## src/design/baro_pressure_temp_compensation_defines.svh

```systemverilog
// ----------------------------------------------------------------------------
// Assertion macros for the baro pressure/temperature compensation block
// ----------------------------------------------------------------------------
`ifndef BARO_PRESSURE_TEMP_COMPENSATION_DEFINES_SVH
`define BARO_PRESSURE_TEMP_COMPENSATION_DEFINES_SVH

// same-cycle implication, disabled while reset is asserted
`define BPTC_ASSERT_IMP(label, clk, rst_n, ante, cons, msg) \
    label: assert property (@(posedge clk) disable iff (!rst_n) (ante) |-> (cons)) \
        else $error(msg);

// next-cycle implication, disabled while reset is asserted
`define BPTC_ASSERT_NXT(label, clk, rst_n, ante, cons, msg) \
    label: assert property (@(posedge clk) disable iff (!rst_n) (ante) |=> (cons)) \
        else $error(msg);

`endif

```

## src/design/baro_ptc_pkg.sv

```systemverilog
// ----------------------------------------------------------------------------
// baro_ptc_pkg
// Shared types and constants of the pressure/temperature compensation block.
// ----------------------------------------------------------------------------
`timescale 1ns / 1ps

package baro_ptc_pkg;

    localparam int CFG_IDX_W   = 2;
    localparam int CFG_DATA_W  = 64;
    localparam int CAL_HI_W    = 40;
    localparam int RAW_W       = 24;
    localparam int IN_W        = 48;
    localparam int OUT_W       = 64;
    localparam int PIPE_STAGES = 19;

    localparam logic signed [63:0] TEMP_MAX = 64'sd2147483647;
    localparam logic signed [63:0] TEMP_MIN = -64'sd2147483648;

    typedef enum logic [CFG_IDX_W-1:0] {
        CFG_CAL_LO  = 2'd0,
        CFG_CAL_MID = 2'd1,
        CFG_CAL_HI  = 2'd2
    } t_cfg_idx;

    // unpacked calibration coefficients; p1m/p2m already carry the -16384 offset
    typedef struct packed {
        logic        [15:0] t1;
        logic        [15:0] t2;
        logic signed [7:0]  t3;
        logic signed [16:0] p1m;
        logic signed [16:0] p2m;
        logic signed [7:0]  p3;
        logic signed [7:0]  p4;
        logic        [15:0] p5;
        logic        [15:0] p6;
        logic signed [7:0]  p7;
        logic signed [7:0]  p8;
        logic signed [15:0] p9;
        logic signed [7:0]  p10;
        logic signed [7:0]  p11;
    } t_coef;

endpackage

```

## src/design/baro_ptc_calib.sv

```systemverilog
// ----------------------------------------------------------------------------
// baro_ptc_calib
// Calibration byte registers and their unpacking into coefficients.
// ----------------------------------------------------------------------------
`timescale 1ns / 1ps

module baro_ptc_calib (
    input  logic                                 i_clk,
    input  logic                                 i_rst_n,
    input  logic                                 i_cfg_we,
    input  logic [baro_ptc_pkg::CFG_IDX_W-1:0]   i_cfg_idx,
    input  logic [baro_ptc_pkg::CFG_DATA_W-1:0]  i_cfg_data,
    output baro_ptc_pkg::t_coef                  o_coef
);

    logic [63:0]                       r_cal_lo;
    logic [63:0]                       r_cal_mid;
    logic [baro_ptc_pkg::CAL_HI_W-1:0] r_cal_hi;
    logic [167:0]                      w_cal;

    always_ff @(posedge i_clk) begin
        if (!i_rst_n) begin
            r_cal_lo  <= '0;
            r_cal_mid <= '0;
            r_cal_hi  <= '0;
        end else if (i_cfg_we) begin
            case (baro_ptc_pkg::t_cfg_idx'(i_cfg_idx))
                baro_ptc_pkg::CFG_CAL_LO: begin
                    r_cal_lo <= i_cfg_data;
                end
                baro_ptc_pkg::CFG_CAL_MID: begin
                    r_cal_mid <= i_cfg_data;
                end
                baro_ptc_pkg::CFG_CAL_HI: begin
                    r_cal_hi <= i_cfg_data[baro_ptc_pkg::CAL_HI_W-1:0];
                end
                default: begin
                end
            endcase
        end
    end

    // byte n of the calibration file sits at w_cal[8n+7:8n]
    assign w_cal = {r_cal_hi, r_cal_mid, r_cal_lo};

    assign o_coef.t1  = w_cal[15:0];
    assign o_coef.t2  = w_cal[31:16];
    assign o_coef.t3  = $signed(w_cal[39:32]);
    assign o_coef.p1m = $signed({w_cal[55], w_cal[55:40]}) - 17'sd16384;
    assign o_coef.p2m = $signed({w_cal[71], w_cal[71:56]}) - 17'sd16384;
    assign o_coef.p3  = $signed(w_cal[79:72]);
    assign o_coef.p4  = $signed(w_cal[87:80]);
    assign o_coef.p5  = w_cal[103:88];
    assign o_coef.p6  = w_cal[119:104];
    assign o_coef.p7  = $signed(w_cal[127:120]);
    assign o_coef.p8  = $signed(w_cal[135:128]);
    assign o_coef.p9  = $signed(w_cal[151:136]);
    assign o_coef.p10 = $signed(w_cal[159:152]);
    assign o_coef.p11 = $signed(w_cal[167:160]);

endmodule
```

## config.mk

```make
export PLATFORM = sky130hd
export DESIGN_NAME = baro_ptc_calib
export DESIGN_NICKNAME = d
export VERILOG_FILES = /design/src/design/baro_pressure_temp_compensation_defines.svh /design/src/design/baro_ptc_pkg.sv /design/src/design/baro_ptc_calib.sv
export SDC_FILE = /design/constraint.sdc
export NUM_CORES = 1
export LEC_CHECK = 0
export ABC_AREA = 1
export BUFFER_PORTS_ARGS = -buffer_cell sky130_fd_sc_hd__buf_2
export CORE_MARGIN = 2
export CORE_UTILIZATION = 47
export DETAILED_ROUTE_END_ITERATION = 10
export PLACE_DENSITY = 0.77
export SYNTH_ARGS = -nofsm -noshare
export SYNTH_HDL_FRONTEND = slang
export SYNTH_SLANG_ARGS = --single-unit
```

## constraint.sdc

```tcl
create_clock -name i_clk -period 0.9 [get_ports i_clk]
set_clock_uncertainty 0.15 [all_clocks]
set_input_delay 0.135 -clock i_clk [delete_from_list [all_inputs] [get_ports i_clk]]
set_output_delay 0.135 -clock i_clk [all_outputs]
set_load 0.1 [all_outputs]
```

==> results.cfg <==
[setup_path]
rrSetupSlack_ns = -0.14
crit_chain = inv_2 > ha_4 > buf_12
cp_slowest_stage_delay_ns = 0.33
cp.required_ns = 0.61
cp_max_fo = 2
endpoint_kind = output pin
worstPathArrival_ns = 1.25
startpoint_type = register
critPathKind = reg -> out
crit_slowest_cell = dfxtp_2

[yosys]
yosysWarningCount = 0
syn_inst = 1212
avgSynthCellArea_sq_um = 6.61
synth_ff_type = dfxtp_1
syn_area_sq_mm = 0.00801
synth_top_area_frac = 0.420
yosysTopAreaCell = dfxtp_1
ys_ff_latch = 168
synthesis.nets = 1283
synthTopCellsByArea = dfxtp_1, nor2_1, nand2_1, buf_4, inv_1
yosys.cell_types.count = 10
synth_most_common_cell = nor2_1
synth-async-reset-ratio = 0
synth_common_cells = nor2_1, nand2_1, inv_1, dfxtp_1, buf_4
synth_edf_count = 0
synth-seq-area-share = 0.420

[power]
peakVddDrop_mv = 1.26
power.density_mw_per_mm2 = 1640
pwr-share-clk = 0.310
p_int_w = 0.0143
p_switching_w = 0.00789
p_leak_nw = 6.46
combPwrFrac = 0.317
p_seq_frac = 0.373
p_sw_frac = 0.356

[place]
portBuffers = 238
pre_cts_ws_ns = -0.397
place_congestion = 0.788
dp_hpwl_mm = 14.7

[timing]
finalCritPeriodShare = 1.70
tns_ns = -60.75
setup_slack_ns = -0.634
setup_viol = 213
max_freq_mhz = 652
tightest_slew_ns = 0.325
hold_ws_ns = -0.0248
period_minus_slack_ns = 1.53
rsz0062_at_grt = true
hold_viol_final = 3
slew-limit-headroom = 0.783
finalMaxSlewViolations = 0

[finish]
multi_input_area_sq_mm = 0.00299
antenna_cells = 0
final_nets = 1462
fillCellCount = 842
register_area_sq_mm = 0.00372
synthToLayoutAreaGrowth_pct = 68.1
drive_above_1_share = 0.440

[clock_tree]
clock_path_buffers = 2
insertion_delay_ns = 0.42
htreeDepth = 4
cts_sinks = 168
cts_tree = built
clockRootBuffer = clkbuf_16
path_clk_slew_ns = 0.07
cts_buffers = 17

[outcome]
violations = hold timing, setup timing
status = complete, but fails checks

[floorplanning]
die_h_um = 135
die_w_um = 135
ioPinCount = 239
start_util = 0.481
rows = 47
coreArea_sq_mm = 0.0166
die_area_sq_mm = 0.0181

[route]
vias_per_cell = 4.89
drt_pass1_iterations = 6
drt_iter0_markers = 495
wl_per_cell_um = 16.0
drt_wl_total_mm = 26.0
num_vias = 7936
drtAntennaViolNets = 0
drc_errors = 0

[grt]
overflow = 0
antenna_found_initial = 0
grt_pass1_vias = 7911
grt_max_degree = 70
grt_first_pass_wirelength_mm = 38.8
track_usage = 0.269

[run]
cap_violations = 0

[worst_hold_path]
hold_class = in -> reg
==> critical path, delay by kind of cell (launching register included) <==
kind	cells	cell delay, ns
adders and majority gates	1	0.28
buffers and inverters	2	0.22
DFF	1	0.33
==> layout make-up <==
cell class | count | share of cell area
Timing Repair Buffer | 353 | 0.391
Clock buffer | 24 | 0.0343
Inverter | 174 | 0.0515
Tap cell | 220 | 0.0204
Clock inverter | 8 | 0.00539
Sequential cell | 168 | 0.276
Multi-Input combinational cell | 677 | 0.222
==> sequential cells by signal, summed over array words and instances (netlist names) <==
signal and count:
r_cal_mid 64, r_cal_lo 64, r_cal_hi 40
==> metrics by stage <==
step | cell area (sq um) | std cells | utilization | hold slack, ns | power (W)
global placement | 11300 | 1499 | 0.682 | 0.222 | 0.0145
CTS | 13100 | 1637 | 0.786 | 0.0106 | 0.0219
global route | 13500 | 1624 | 0.809 | -0.00526 | 0.0229
detailed placement | 11300 | 1499 | 0.682 | 0.235 | 0.0146
finish | 13500 | 1624 | 0.809 | -0.0248 | 0.0221
floorplan | 8500 | 1212 | - | 0.101 | 0.0127
==> cell families (layout without fill, tap and decap cells) <==
group | count (synthesis) | after routing | share of synthesized area
and+or+nand+nor | 611 | 611 | 0.297
buffers and inverters | 367 | 559 | 0.240
DFF | 168 | 168 | 0.420
AOI/OAI and AO/OA | 64 | 64 | 0.0400
adders and majority gates | 2 | 2 | 0.00312
==> placed cells by master (no fill, tap or decap) <==
master / n
clkbuf_8: 1
dlymetal6s4s_1: 5
a21oi_2: 7
ha_4: 2
dfxtp_4: 57
a21oi_4: 1
nor2_4: 1
inv_4: 12
nand2_1: 239
buf_12: 183
dlygate4sd3_1: 60
a21oi_1: 56
nor2_2: 11
clkbuf_1: 6
nor2_1: 261
buf_2: 29
nand2_2: 33
nand3_1: 52
buf_6: 49
buf_4: 25
inv_2: 53
nand3_2: 12
nand3_4: 2
clkinvlp_4: 6
clkinv_2: 3
dfxtp_2: 111
clkbuf_16: 19
inv_1: 107
bufinv_16: 1
==> routing by layer <==
layer | routed length [um] | vias up | GRT usage
li1 | - | 3798 | -
met1 | 9200 | 3700 | 0.281
met2 | 13600 | 361 | 0.478
met3 | 2180 | 77 | 0.0908
met4 | 1010 | 0 | 0.140
met5 | 0 | - | 0
==> repair_timing <==
item,CTS,global route
endpoints found under the setup margin,173,269
pin swaps,3,38
cloned,0,2
endpoints found under the hold margin,168,7
hold buffers,65,3
resized for setup,152,138
buffers inserted,41,34
==> power groups by stage <==
stage               clock network [W]  registers (W)  logic, W
floorplan                           0        0.00880   0.00392
global placement                    0        0.00835   0.00617
detailed placement                  0        0.00837   0.00627
CTS                           0.00692        0.00826   0.00672
global route                  0.00725        0.00830   0.00730
finish                        0.00685        0.00826   0.00703
==> path summary, 6_finish.rpt <==
kind	from	endpoint	cells past startpoint
worst max-delay path	r_cal_mid[7]$_SDFFE_PN0P_	o_coef[111]	3
worst min-delay path	i_cfg_data[22]	r_cal_hi[22]$_SDFFE_PN0P_	3
worst max register to register	r_cal_mid[6]$_SDFFE_PN0P_	r_cal_mid[6]$_SDFFE_PN0P_	5
worst min register to register	r_cal_lo[32]$_SDFFE_PN0P_	r_cal_lo[32]$_SDFFE_PN0P_	2
Note: power is estimated with default switching activity, not from simulation.
